## src/ets_pkg.sv

```systemverilog
// Shared types and codes for the expression token scanner.
// No dependencies; imported by every module of the block.
`timescale 1ns / 1ps
`default_nettype none

package ets_pkg;

    localparam int KIND_W = 5;
    localparam int VAL_W  = 31;

    localparam logic [KIND_W-1:0] K_INT   = 5'd0;
    localparam logic [KIND_W-1:0] K_TRUE  = 5'd1;
    localparam logic [KIND_W-1:0] K_FALSE = 5'd2;
    localparam logic [KIND_W-1:0] K_LPAR  = 5'd3;
    localparam logic [KIND_W-1:0] K_RPAR  = 5'd4;
    localparam logic [KIND_W-1:0] K_MUL   = 5'd5;
    localparam logic [KIND_W-1:0] K_DIV   = 5'd6;
    localparam logic [KIND_W-1:0] K_MOD   = 5'd7;
    localparam logic [KIND_W-1:0] K_ADD   = 5'd8;
    localparam logic [KIND_W-1:0] K_SUB   = 5'd9;
    localparam logic [KIND_W-1:0] K_LT    = 5'd10;
    localparam logic [KIND_W-1:0] K_LE    = 5'd11;
    localparam logic [KIND_W-1:0] K_GT    = 5'd12;
    localparam logic [KIND_W-1:0] K_GE    = 5'd13;
    localparam logic [KIND_W-1:0] K_EQ    = 5'd14;
    localparam logic [KIND_W-1:0] K_NOT   = 5'd15;
    localparam logic [KIND_W-1:0] K_NE    = 5'd16;
    localparam logic [KIND_W-1:0] K_AND   = 5'd17;
    localparam logic [KIND_W-1:0] K_OR    = 5'd18;
    localparam logic [KIND_W-1:0] K_END   = 5'd19;

    typedef struct packed {
        logic [KIND_W-1:0] kind;
        logic [VAL_W-1:0]  value;
    } t_tok;

    // One queue entry: the tokens caused by one input item.
    typedef struct packed {
        logic two;
        logic failed;
        t_tok tok0;
        t_tok tok1;
    } t_entry;

endpackage

`default_nettype wire

```

## src/ets_front.sv

```systemverilog
// Front end of the expression token scanner: takes characters, keeps the
// pending lexeme and builds one queue entry per item that yields tokens.
// Depends on ets_pkg.
`timescale 1ns / 1ps
`default_nettype none

module ets_front (
    input  wire logic          i_clk,
    input  wire logic          i_rst_n,
    input  wire logic          i_acc,
    input  wire logic [7:0]    i_char_code,
    input  wire logic          i_end_marker,
    output ets_pkg::t_entry    o_entry,
    output logic               o_wr
);
    import ets_pkg::*;

    localparam logic [3:0] C_NONE = 4'd0;
    localparam logic [3:0] C_NUM  = 4'd1;
    localparam logic [3:0] C_WT   = 4'd2;
    localparam logic [3:0] C_WF   = 4'd3;
    localparam logic [3:0] C_LT   = 4'd4;
    localparam logic [3:0] C_GT   = 4'd5;
    localparam logic [3:0] C_EQ   = 4'd6;
    localparam logic [3:0] C_NOT  = 4'd7;
    localparam logic [3:0] C_AND  = 4'd8;
    localparam logic [3:0] C_OR   = 4'd9;

    localparam logic [34:0] MAX31 = 35'h7FFF_FFFF;

    function automatic logic [7:0] f_word_char(input logic is_t, input logic [2:0] pos);
        logic [7:0] ch;
        case (pos)
            3'd0:    ch = is_t ? "t" : "f";
            3'd1:    ch = is_t ? "r" : "a";
            3'd2:    ch = is_t ? "u" : "l";
            3'd3:    ch = is_t ? "e" : "s";
            3'd4:    ch = is_t ? 8'h00 : "e";
            default: ch = 8'h00;
        endcase
        return ch;
    endfunction

    logic [3:0]       r_cls, n_cls;
    logic [VAL_W-1:0] r_acc, n_acc;
    logic             r_ovf, n_ovf;
    logic [2:0]       r_pos, n_pos;
    logic             r_brk, n_brk;
    logic             r_err, n_err;

    logic        c_digit, c_alpha, c_ws;
    logic [34:0] mul;
    logic [2:0]  wlen;
    logic [7:0]  wexp;
    logic        fl_v, fl_err;
    t_tok        fl_tok;
    logic        fr_v, fr_err;
    t_tok        fr_tok;
    logic [3:0]  fr_cls;
    logic [2:0]  fr_pos;
    logic        use_flush, use_fresh;
    logic        sec_v;
    t_tok        sec_tok;

    assign c_digit = (i_char_code >= "0") && (i_char_code <= "9");
    assign c_alpha = ((i_char_code >= "a") && (i_char_code <= "z")) ||
                     ((i_char_code >= "A") && (i_char_code <= "Z"));
    assign c_ws    = (i_char_code == " ") || (i_char_code == 8'h09) ||
                     (i_char_code == 8'h0D) || (i_char_code == 8'h0A);
    assign mul     = ({4'b0, r_acc} << 3) + ({4'b0, r_acc} << 1) +
                     {31'b0, i_char_code[3:0]};
    assign wlen    = (r_cls == C_WT) ? 3'd4 : 3'd5;
    assign wexp    = f_word_char(r_cls == C_WT, r_pos);

    // token released by the pending lexeme when it ends
    always_comb begin
        fl_v   = 1'b0;
        fl_err = 1'b0;
        fl_tok = '0;
        case (r_cls)
            C_NUM: begin
                if (r_ovf) begin
                    fl_err = 1'b1;
                end else begin
                    fl_v         = 1'b1;
                    fl_tok.kind  = K_INT;
                    fl_tok.value = r_acc;
                end
            end
            C_WT, C_WF: begin
                if (!r_brk && r_pos == wlen) begin
                    fl_v        = 1'b1;
                    fl_tok.kind = (r_cls == C_WT) ? K_TRUE : K_FALSE;
                end else begin
                    fl_err = 1'b1;
                end
            end
            C_LT: begin
                fl_v        = 1'b1;
                fl_tok.kind = K_LT;
            end
            C_GT: begin
                fl_v        = 1'b1;
                fl_tok.kind = K_GT;
            end
            C_NOT: begin
                fl_v        = 1'b1;
                fl_tok.kind = K_NOT;
            end
            C_EQ, C_AND, C_OR: begin
                fl_err = 1'b1;
            end
            default: begin
                fl_v = 1'b0;
            end
        endcase
    end

    // classification of a character with nothing pending
    always_comb begin
        fr_v   = 1'b0;
        fr_err = 1'b0;
        fr_tok = '0;
        fr_cls = C_NONE;
        fr_pos = 3'd0;
        if (c_ws) begin
            fr_cls = C_NONE;
        end else if (c_digit) begin
            fr_cls = C_NUM;
        end else begin
            case (i_char_code)
                "(": begin fr_v = 1'b1; fr_tok.kind = K_LPAR; end
                ")": begin fr_v = 1'b1; fr_tok.kind = K_RPAR; end
                "*": begin fr_v = 1'b1; fr_tok.kind = K_MUL; end
                "/": begin fr_v = 1'b1; fr_tok.kind = K_DIV; end
                "%": begin fr_v = 1'b1; fr_tok.kind = K_MOD; end
                "+": begin fr_v = 1'b1; fr_tok.kind = K_ADD; end
                "-": begin fr_v = 1'b1; fr_tok.kind = K_SUB; end
                "<": fr_cls = C_LT;
                ">": fr_cls = C_GT;
                "=": fr_cls = C_EQ;
                "!": fr_cls = C_NOT;
                "&": fr_cls = C_AND;
                "|": fr_cls = C_OR;
                "t": begin fr_cls = C_WT; fr_pos = 3'd1; end
                "f": begin fr_cls = C_WF; fr_pos = 3'd1; end
                default: fr_err = 1'b1;
            endcase
        end
    end

    always_comb begin
        n_cls     = r_cls;
        n_acc     = r_acc;
        n_ovf     = r_ovf;
        n_pos     = r_pos;
        n_brk     = r_brk;
        use_flush = 1'b0;
        use_fresh = 1'b0;
        sec_v     = 1'b0;
        sec_tok   = '0;
        if (i_acc) begin
            if (i_end_marker) begin
                use_flush    = 1'b1;
                n_cls        = C_NONE;
                n_acc        = '0;
                n_ovf        = 1'b0;
                n_pos        = 3'd0;
                n_brk        = 1'b0;
                sec_v        = 1'b1;
                sec_tok.kind = K_END;
            end else begin
                case (r_cls)
                    C_NUM: begin
                        if (c_digit) begin
                            if (mul > MAX31) begin
                                n_ovf = 1'b1;
                                n_acc = MAX31[VAL_W-1:0];
                            end else begin
                                n_acc = mul[VAL_W-1:0];
                            end
                        end else begin
                            use_fresh = 1'b1;
                        end
                    end
                    C_WT, C_WF: begin
                        if (c_alpha) begin
                            if (!r_brk && r_pos < wlen && i_char_code == wexp) begin
                                n_pos = r_pos + 3'd1;
                            end else begin
                                n_brk = 1'b1;
                            end
                        end else begin
                            use_fresh = 1'b1;
                        end
                    end
                    C_LT, C_GT, C_EQ, C_NOT: begin
                        if (i_char_code == "=") begin
                            n_cls = C_NONE;
                            sec_v = 1'b1;
                            case (r_cls)
                                C_LT:    sec_tok.kind = K_LE;
                                C_GT:    sec_tok.kind = K_GE;
                                C_EQ:    sec_tok.kind = K_EQ;
                                default: sec_tok.kind = K_NE;
                            endcase
                        end else begin
                            use_fresh = 1'b1;
                        end
                    end
                    C_AND: begin
                        if (i_char_code == "&") begin
                            n_cls        = C_NONE;
                            sec_v        = 1'b1;
                            sec_tok.kind = K_AND;
                        end else begin
                            use_fresh = 1'b1;
                        end
                    end
                    C_OR: begin
                        if (i_char_code == "|") begin
                            n_cls        = C_NONE;
                            sec_v        = 1'b1;
                            sec_tok.kind = K_OR;
                        end else begin
                            use_fresh = 1'b1;
                        end
                    end
                    default: begin
                        use_fresh = 1'b1;
                    end
                endcase
                if (use_fresh) begin
                    use_flush = 1'b1;
                    n_cls     = fr_cls;
                    n_acc     = {27'b0, i_char_code[3:0]} & {VAL_W{c_digit}};
                    n_ovf     = 1'b0;
                    n_pos     = fr_pos;
                    n_brk     = 1'b0;
                    sec_v     = fr_v;
                    sec_tok   = fr_tok;
                end
            end
        end
        n_err = r_err | (use_flush & fl_err) | (use_fresh & fr_err);
    end

    always_comb begin
        o_entry.failed = n_err;
        if (use_flush && fl_v) begin
            o_entry.two  = sec_v;
            o_entry.tok0 = fl_tok;
            o_entry.tok1 = sec_tok;
        end else begin
            o_entry.two  = 1'b0;
            o_entry.tok0 = sec_tok;
            o_entry.tok1 = sec_tok;
        end
    end

    assign o_wr = i_acc & ((use_flush & fl_v) | sec_v);

    always_ff @(posedge i_clk) begin
        if (!i_rst_n) begin
            r_cls <= C_NONE;
            r_acc <= '0;
            r_ovf <= 1'b0;
            r_pos <= 3'd0;
            r_brk <= 1'b0;
            r_err <= 1'b0;
        end else begin
            r_cls <= n_cls;
            r_acc <= n_acc;
            r_ovf <= n_ovf;
            r_pos <= n_pos;
            r_brk <= n_brk;
            r_err <= n_err;
        end
    end

endmodule

`default_nettype wire

```

## src/ets_fifo.sv

```systemverilog
// Entry queue between the scanner front end and the token back end.
// Depends on ets_pkg.
`timescale 1ns / 1ps
`default_nettype none

module ets_fifo #(
    parameter int P_DEPTH = 4
) (
    input  wire logic          i_clk,
    input  wire logic          i_rst_n,
    input  wire logic          i_wr,
    input  wire ets_pkg::t_entry i_data,
    input  wire logic          i_rd,
    output ets_pkg::t_entry    o_head,
    output logic               o_full,
    output logic               o_valid
);
    import ets_pkg::*;

    localparam int AW = (P_DEPTH > 1) ? $clog2(P_DEPTH) : 1;
    localparam int CW = $clog2(P_DEPTH + 1);

    t_entry          r_mem [P_DEPTH];
    logic [AW-1:0]   r_wp, n_wp;
    logic [AW-1:0]   r_rp, n_rp;
    logic [CW-1:0]   r_cnt, n_cnt;

    assign o_full  = (r_cnt == CW'(P_DEPTH));
    assign o_valid = (r_cnt != '0);
    assign o_head  = r_mem[r_rp];

    always_comb begin
        n_wp  = r_wp;
        n_rp  = r_rp;
        n_cnt = r_cnt;
        if (i_wr) begin
            n_wp = (r_wp == AW'(P_DEPTH - 1)) ? '0 : r_wp + 1'b1;
        end
        if (i_rd) begin
            n_rp = (r_rp == AW'(P_DEPTH - 1)) ? '0 : r_rp + 1'b1;
        end
        if (i_wr && !i_rd) begin
            n_cnt = r_cnt + 1'b1;
        end else if (!i_wr && i_rd) begin
            n_cnt = r_cnt - 1'b1;
        end
    end

    always_ff @(posedge i_clk) begin
        if (i_wr) begin
            r_mem[r_wp] <= i_data;
        end
    end

    always_ff @(posedge i_clk) begin
        if (!i_rst_n) begin
            r_wp  <= '0;
            r_rp  <= '0;
            r_cnt <= '0;
        end else begin
            r_wp  <= n_wp;
            r_rp  <= n_rp;
            r_cnt <= n_cnt;
        end
    end

endmodule

`default_nettype wire

```

## src/ets_back.sv

```systemverilog
// Back end of the expression token scanner: splits queue entries into
// single tokens and holds the result in an output register.
// Depends on ets_pkg.
`timescale 1ns / 1ps
`default_nettype none

module ets_back (
    input  wire logic                        i_clk,
    input  wire logic                        i_rst_n,
    input  wire ets_pkg::t_entry             i_head,
    input  wire logic                        i_valid,
    output logic                             o_rd,
    input  wire logic                        i_pop,
    output logic                             o_empty,
    output logic [ets_pkg::KIND_W-1:0]       o_token_kind,
    output logic [ets_pkg::VAL_W-1:0]        o_int_value,
    output logic                             o_failed,
    output logic                             o_last_of_run
);
    import ets_pkg::*;

    logic  r_vld, n_vld;
    logic  r_idx, n_idx;
    t_tok  r_tok;
    logic  r_fail;
    logic  r_last;
    logic  ld;
    logic  last;
    t_tok  sel;

    assign ld   = i_valid && (!r_vld || i_pop);
    assign last = !i_head.two || r_idx;
    assign sel  = r_idx ? i_head.tok1 : i_head.tok0;
    assign o_rd = ld && last;

    always_comb begin
        n_vld = r_vld;
        n_idx = r_idx;
        if (ld) begin
            n_vld = 1'b1;
            n_idx = !last;
        end else if (i_pop) begin
            n_vld = 1'b0;
        end
    end

    // hold the shown token until it is popped
    always_ff @(posedge i_clk) begin
        if (ld) begin
            r_tok  <= sel;
            r_fail <= i_head.failed;
            r_last <= last;
        end
    end

    always_ff @(posedge i_clk) begin
        if (!i_rst_n) begin
            r_vld <= 1'b0;
            r_idx <= 1'b0;
        end else begin
            r_vld <= n_vld;
            r_idx <= n_idx;
        end
    end

    assign o_empty       = !r_vld;
    assign o_token_kind  = r_tok.kind;
    assign o_int_value   = r_tok.value;
    assign o_failed      = r_fail;
    assign o_last_of_run = r_last;

endmodule

`default_nettype wire

```

## src/expression_token_scanner.sv

```systemverilog
// Top level of the expression token scanner.
// Depends on ets_pkg, ets_front, ets_fifo and ets_back.
//
// Takes one character (or an end marker) per clock while full is low and
// shows one token per clock on the result side while pop is high. The
// front end decides each character combinationally against the one pending
// lexeme it holds, so an item can follow in every cycle; the first token of
// an item passes through the entry queue and the output register before it
// is visible. An item yields zero, one or two tokens; two-token items (a
// lexeme closed by a following operator, or by the end marker) are shown
// one token at a time, so a steady stream of them fills the P_DEPTH-entry
// queue and then raises full. There is no clearing pass after reset.
`timescale 1ns / 1ps
`default_nettype none

module expression_token_scanner #(
    parameter int P_DEPTH = 4
) (
    input  wire logic                        i_clk,
    input  wire logic                        i_rst_n,
    input  wire logic                        push,
    output logic                             full,
    input  wire logic [7:0]                  i_char_code,
    input  wire logic                        i_end_marker,
    output logic                             empty,
    input  wire logic                        pop,
    output logic [ets_pkg::KIND_W-1:0]       o_token_kind,
    output logic [ets_pkg::VAL_W-1:0]        o_int_value,
    output logic                             o_failed,
    output logic                             o_last_of_run
);
    import ets_pkg::*;

    logic   acc;
    logic   q_wr;
    logic   q_rd;
    logic   q_valid;
    t_entry q_in;
    t_entry q_head;

    assign acc = push && !full;

    ets_front u_front (
        .i_clk        (i_clk),
        .i_rst_n      (i_rst_n),
        .i_acc        (acc),
        .i_char_code  (i_char_code),
        .i_end_marker (i_end_marker),
        .o_entry      (q_in),
        .o_wr         (q_wr)
    );

    ets_fifo #(
        .P_DEPTH (P_DEPTH)
    ) u_fifo (
        .i_clk   (i_clk),
        .i_rst_n (i_rst_n),
        .i_wr    (q_wr),
        .i_data  (q_in),
        .i_rd    (q_rd),
        .o_head  (q_head),
        .o_full  (full),
        .o_valid (q_valid)
    );

    ets_back u_back (
        .i_clk         (i_clk),
        .i_rst_n       (i_rst_n),
        .i_head        (q_head),
        .i_valid       (q_valid),
        .o_rd          (q_rd),
        .i_pop         (pop),
        .o_empty       (empty),
        .o_token_kind  (o_token_kind),
        .o_int_value   (o_int_value),
        .o_failed      (o_failed),
        .o_last_of_run (o_last_of_run)
    );

endmodule

`default_nettype wire

```

## config.mk

```make
export PLATFORM = sky130hd
export DESIGN_NAME = expression_token_scanner
export DESIGN_NICKNAME = d
export VERILOG_FILES = /design/src/ets_pkg.sv /design/src/ets_front.sv /design/src/ets_fifo.sv /design/src/ets_back.sv /design/src/expression_token_scanner.sv
export SDC_FILE = /design/constraint.sdc
export NUM_CORES = 1
export LEC_CHECK = 0
export BUFFER_PORTS_ARGS = -buffer_cell sky130_fd_sc_hd__buf_2
export CAP_MARGIN = 10
export CORE_MARGIN = 2
export CORE_UTILIZATION = 40
export DETAILED_ROUTE_END_ITERATION = 8
export MAX_ROUTING_LAYER = met4
export SETUP_SLACK_MARGIN = 0.3
export SYNTH_ARGS = -nofsm -noshare
export SYNTH_HDL_FRONTEND = slang
export SYNTH_HIERARCHICAL = 1
export SYNTH_SLANG_ARGS = --single-unit
```

## constraint.sdc

```tcl
create_clock -name i_clk -period 7.1 [get_ports i_clk]
set_input_delay 1.42 -clock i_clk [delete_from_list [all_inputs] [get_ports i_clk]]
set_output_delay 1.42 -clock i_clk [all_outputs]
set_load 0.02 [all_outputs]
```

==> flow_metrics.tcl, run 1 <==
set metrics [dict create \
    synthCells 1306 \
    ant_nets 0 \
    crit_type "in -> reg" \
    final-setup-viol-count 0 \
    tns_ps 0 \
    async_flop_share_pct 0 \
    maxCapViolCount 0 \
    avgSynthCellArea_um2 14.3 \
    internal_power_uw 4450 \
    synth.area.top_cells "edfxtp_1 54%, mux4_2 8.9%, dfxtp_1 5.6%" \
    cp-start-kind "input port" \
    p_sw_share_pct 26.6 \
    drv_slew 0 \
    synth_flop_cell "edfxtp_1" \
    tightestPinTransition_ps 1110 \
    peakVddDrop_mv 0.220 \
    grt_max_degree 75 \
    fin_crit_sh_pct 73.9 \
    critPathMaxFanout 17 \
    synth.ff_latch_count 386 \
    final_hold_viol_count 0 \
    cts_root_buf "clkbuf_16" \
    grt.overflow.total 0 \
    endpoint_kind "flip-flop" \
    hold_class "reg -> reg" \
    cts_buffers 39 \
    synth_top_area_share_pct 53.7 \
    via_count 10900 \
    routed_wirelength_um 37700 \
    clockBufferDepth 3 \
    final_cell_area_mm2 0.0206 \
    rows 79 \
    clock.fmax_ghz 0.191 \
    power_density_mw_per_mm2 294 \
    synth_cell_types 86 \
    firstDrtPassIters 7 \
    cts_sinks 386 \
    p_leak_uw 0.00702 \
    crit_arrival_ps 5600 \
    cts_resized 0 \
    cts_tree "yes" \
    num_io_pins 53 \
    relSlewSlack_pct 25.8 \
    rsz0062_at_grt "false" \
    syn_to_final_growth_pct 10.4 \
    numPortBuffers 52 \
    core_mm2 0.0463 \
    start_util_pct 40.3 \
    antenna_found_initial 1 \
    synth_edf_count 334 \
    synth_area_leader_cell "edfxtp_1" \
    clk_latency_ps 530 \
    comb_power_share_pct 20.2 \
    seq_area_frac_synth_pct 59.3 \
    placed_area_mm2 0.0194 \
    final_layout_size_suffix_gt1_share_pct 19.3 \
    clk_pin_slew_ps 60 \
    initialDrtViolationCount 710 \
    dp_hpwl_um 24100 \
    fin_worst_skew_ps 14.5 \
    routed_via_density 5.50 \
    power.switching_uw 1610 \
    wire_per_inst_um 19.1 \
    die-area_mm2 0.0484 \
    clkPwrFrac_pct 32.6 \
    period_minus_slack_ps 5250 \
    drc 0 \
    nets 1427 \
    ys_warn_count 6 \
    htreeDepth 2 \
    syn-cell-area_mm2 0.0187 \
    post_cts_buffers 0 \
    seqPwrFrac_pct 47.2 \
    status "complete, no violations" \
    die_w_um 220 \
    grt_pass1_vias 10800 \
    grt_pass1_wl_um 59900 \
    cts_hold_buf 0 \
    die_h_um 220 \
    gp_congestion 0.911 \
    required_ps 7450 \
    gr-usage-all-layers_pct 16.2 \
]
sequential cells by signal, indices dropped and copies added, names as in the netlist, 2 cells and up, named ones only:
signal	flops
u_back/o_token_kind	5
u_fifo/r_mem	296
u_back/o_int_value	31
u_fifo/r_rp	2
u_fifo/r_cnt	3
u_front/r_cls	4
u_front/r_acc	31
u_fifo/r_wp	2
u_front/r_pos	3
area by class of cell:
class | instances | area, µm²
clock buffer | 48 | 1020
antenna | 1 | 2.50
multi-input combinational | 807 | 6980
fill | 4156 | 25700
tap | 607 | 759
sequential | 386 | 11100
timing repair buffer | 64 | 400
inverter | 40 | 150
clock inverter | 24 | 211
final timing paths:
path	start	to	slack [ps]	cells after the start
hold / removal	u_front/r_brk$_SDFFE_PN0P_	u_front/r_brk$_SDFFE_PN0P_	510	2
hold reg to reg	u_front/r_brk$_SDFFE_PN0P_	u_front/r_brk$_SDFFE_PN0P_	510	2
setup reg to reg	u_front/r_cls[3]$_SDFFE_PN0P_	u_fifo/r_cnt[2]$_SDFFE_PN0P_	2290	14
setup / recovery	i_char_code[3]	u_front/r_acc[25]$_SDFFE_PN0P_	1850	13
cells in the final DEF (no fill, tap or decap), types with 8 or more instances in the layout:
cell       instances
nand3_1           25
o211ai_1          10
clkbuf_16         39
xor2_1            13
buf_4              8
o21ai_0           28
dfxtp_1           49
mux2_2            23
conb_1            31
mux4_2            74
buf_2             52
or3_1             10
a21oi_1          108
xnor2_1           17
nor3_1            16
nand2_1           59
and3_1             8
nor2b_1           13
edfxtp_1         334
mux2_4            19
ha_1              73
a31oi_1           16
a21o_1            12
a311oi_1          18
and2_1            41
inv_1             38
nor2_1            42
a211oi_1          11
clkbuf_1           8
power groups by stage:
stage               combinational (µW)  clock, µW  sequential, µW
floorplan                          865          0            3010
finish                            1220       1980            2860
CTS                               1250       2040            2870
global placement                  1240          0            2910
detailed placement                1250          0            2920
global route                      1330       2130            2900
logic make-up (layout without fill, tap and decap cells):
logic type / Yosys count / after routing / share of synthesized area, %
XOR/XNOR: 31 / 31 / 1.45
multiplexers: 122 / 122 / 12.2
flip-flops: 386 / 386 / 59.3
AND/OR/NAND/NOR: 272 / 272 / 8.02
buffers and inverters: 143 / 176 / 4.14
adder cells (fa/ha/maj): 76 / 76 / 5.22
other: 1 / 32 / 0.0201
AO/OA/AOI/OAI: 275 / 275 / 9.68
layer usage:
layer / track usage, % / routed length (µm)
met3: 2.29 / 1530
met4: 3.87 / 637
met2: 25.9 / 18000
met5: - / 0
met1: 21.9 / 17500
worst max-delay path, cell delays in order:
cell and delay [ps]:
buf_2 250, inv_1 190, fa_1 550, fa_1 460, nand2b_1 180, a21oi_1 240
o21ai_1 150, o21a_1 280, o31ai_1 440, a21oi_1 170, xnor2_2 750, buf_4 370
a311oi_1 120
synth_stat cells, types with 28 or more instances:
cell type	number
edfxtp_1	334
a21oi_1	108
mux4_2	74
ha_1	73
nand2_1	59
dfxtp_1	52
and2_1	45
nor2_1	42
inv_1	39
clkbuf_1	38
buf_4	37
o21ai_0	28
metrics by stage:
stage	std cells	setup slack, ps	utilization [%]	total power [µW]	hold slack (ps)
floorplan	1336	1520	-	3880	460
global placement	1904	1530	41.9	4150	483
finish	1977	1850	44.5	6070	512
detailed placement	1904	1390	41.9	4170	498
CTS	1976	1940	44.5	6160	510
global route	1976	1640	44.5	6350	546
(Power assumes the default switching activity.)
==> run 2: changes to the inputs <==
==> constraint.sdc (replaced) <==
create_clock -name i_clk -period 4.99 [get_ports i_clk]
set_input_delay 0.998 -clock i_clk [delete_from_list [all_inputs] [get_ports i_clk]]
set_output_delay 0.998 -clock i_clk [all_outputs]
set_load 0.02 [all_outputs]
==> flow_metrics.tcl, run 2 (synthesis gave the netlist of run 1 again) <==
set metrics [dict create \
    status "complete, no violations" \
    regMostFlops "u_fifo/r_mem" \
    gp_congestion 0.894 \
    start_util_pct 40.3 \
    crit_buf_inv 3 \
    fin_crit_sh_pct 83.9 \
    tns_ps 0 \
    die_w_um 220 \
    fin_worst_skew_ps 23.0 \
    wire_per_inst_um 19.0 \
    cts_root_buf "clkbuf_16" \
    via_count 11000 \
    final_cell_area_mm2 0.0207 \
    num_io_pins 53 \
    critPathMaxFanout 11 \
    drc 0 \
    htreeDepth 2 \
    crit_type "reg -> reg" \
    numPortBuffers 52 \
    gr-usage-all-layers_pct 16.3 \
    cp_top_family "simple AND/OR/NAND/NOR gates" \
    nets 1443 \
    p_leak_uw 0.00709 \
    cp-start-kind "flip-flop" \
    slowest_delay_ps 550 \
    routed_wirelength_um 37900 \
    fin_cells 1990 \
    drv_slew 0 \
    tightestPinTransition_ps 817 \
    grt_pass1_wl_um 59700 \
    peakVddDrop_mv 0.291 \
    period_minus_slack_ps 4190 \
    crit_arrival_ps 4640 \
    fill_cells 4123 \
    hold_class "reg -> reg" \
    final_cell_mix "334 x edfxtp_1, 107 x a21oi_1, 74 x mux4_2" \
    maxCapViolCount 0 \
    cp_slowest_cell "dfxtp_1" \
    largest_reg_flops 296 \
    dp_hpwl_um 24600 \
    cts_sinks 386 \
    die-area_mm2 0.0484 \
    clk_latency_ps 530 \
    ant_nets 0 \
    final_common_cell "edfxtp_1" \
    firstDrtPassIters 5 \
    power.total_uw 8590 \
    grt_pass1_vias 10800 \
    endpoint_kind "flip-flop" \
    syn_to_final_growth_pct 11.0 \
    clk_pin_slew_ps 60 \
    core_mm2 0.0463 \
    placed_area_mm2 0.0195 \
    relSlewSlack_pct 44.8 \
    grt_max_degree 64 \
    final_layout_size_suffix_gt1_share_pct 20.2 \
    cts_hold_buf 0 \
    die_h_um 220 \
    routed_via_density 5.52 \
    rows 79 \
    power_density_mw_per_mm2 415 \
    initialDrtViolationCount 753 \
    grt.overflow.total 0 \
    cts_tree "yes" \
    rsz0062_at_grt "false" \
    clockBufferDepth 3 \
    dp_cells 1920 \
    cts_buffers 39 \
    final-setup-viol-count 0 \
    clock.fmax_ghz 0.239 \
    cp_cell_sequence "nor4b_4 -> inv_2 -> ha_1 -> nor4b_1 -> buf_4 -> a21oi_1 -> or3_1 -> a21oi_2 -> or2_2 -> ha_1 -> inv_1 -> fa_1 -> xor2_1 -> or3_1 -> a21boi_0" \
    required_ps 5440 \
    antenna_found_initial 4 \
    final_hold_viol_count 0 \
]
[run 2: worst paths after layout]
path,startpoint,to,slack (ps),depth (start not counted)
worst max-delay path,u_front/r_cls[1]$_SDFFE_PN0P_,u_fifo/r_cnt[2]$_SDFFE_PN0P_,800,15
worst min-delay path,u_front/r_brk$_SDFFE_PN0P_,u_front/r_brk$_SDFFE_PN0P_,510,2
worst max register to register,u_front/r_cls[1]$_SDFFE_PN0P_,u_fifo/r_cnt[2]$_SDFFE_PN0P_,800,15
worst min register to register,u_front/r_brk$_SDFFE_PN0P_,u_front/r_brk$_SDFFE_PN0P_,510,2
[run 2: final cells by class]
| cell class | count | area, µm² | share of cell area, % |
|---|---|---|---|
| timing repair buffer | 80 | 533 | 2.57 |
| clock inverter | 22 | 175 | 0.846 |
| tap | 607 | 759 | 3.67 |
| clock buffer | 47 | 1040 | 5.01 |
| multi-input combinational | 807 | 6980 | 33.7 |
| sequential | 386 | 11100 | 53.5 |
| antenna | 1 | 2.50 | 0.0121 |
| inverter | 40 | 150 | 0.725 |
[run 2: what timing repair did]
action | 4_1_cts | 5_1_grt
setup buffers | 0 | 0
gates resized for setup | 0 | 1
endpoints found under the setup margin | 0 | 1
[run 2: power breakdown]
group,internal [µW],switching (µW),leakage [µW]
clock,1590,1170,0.000594
combinational,800,964,0.00306
sequential,3920,149,0.00344
[run 2: per-layer routing]
layer  track usage (%)  up-vias  share of wire, %  routed length, µm
met5                 -        -                 0                  0
met4              4.52        0               2.1                779
met3              2.14       58               4.1               1550
met2              25.8      251                48              18100
met1              22.1     5489                46              17400
li1                  -     5184                 -                  -
[run 2: stage by stage]
stage | setup slack (ps) | utilization [%] | hold slack (ps)
finish | 801 | 44.8 | 514
CTS | 630 | 44.8 | 511
detailed placement | 381 | 42.1 | 493
floorplan | 639 | - | 460
global placement | 502 | 42.1 | 493
global route | 404 | 44.8 | 572
[run 2: worst min-delay path, stage by stage (launching register included)]
cell and delay [ps]:
dfxtp_1 350, a21oi_1 50, nor2_1 80
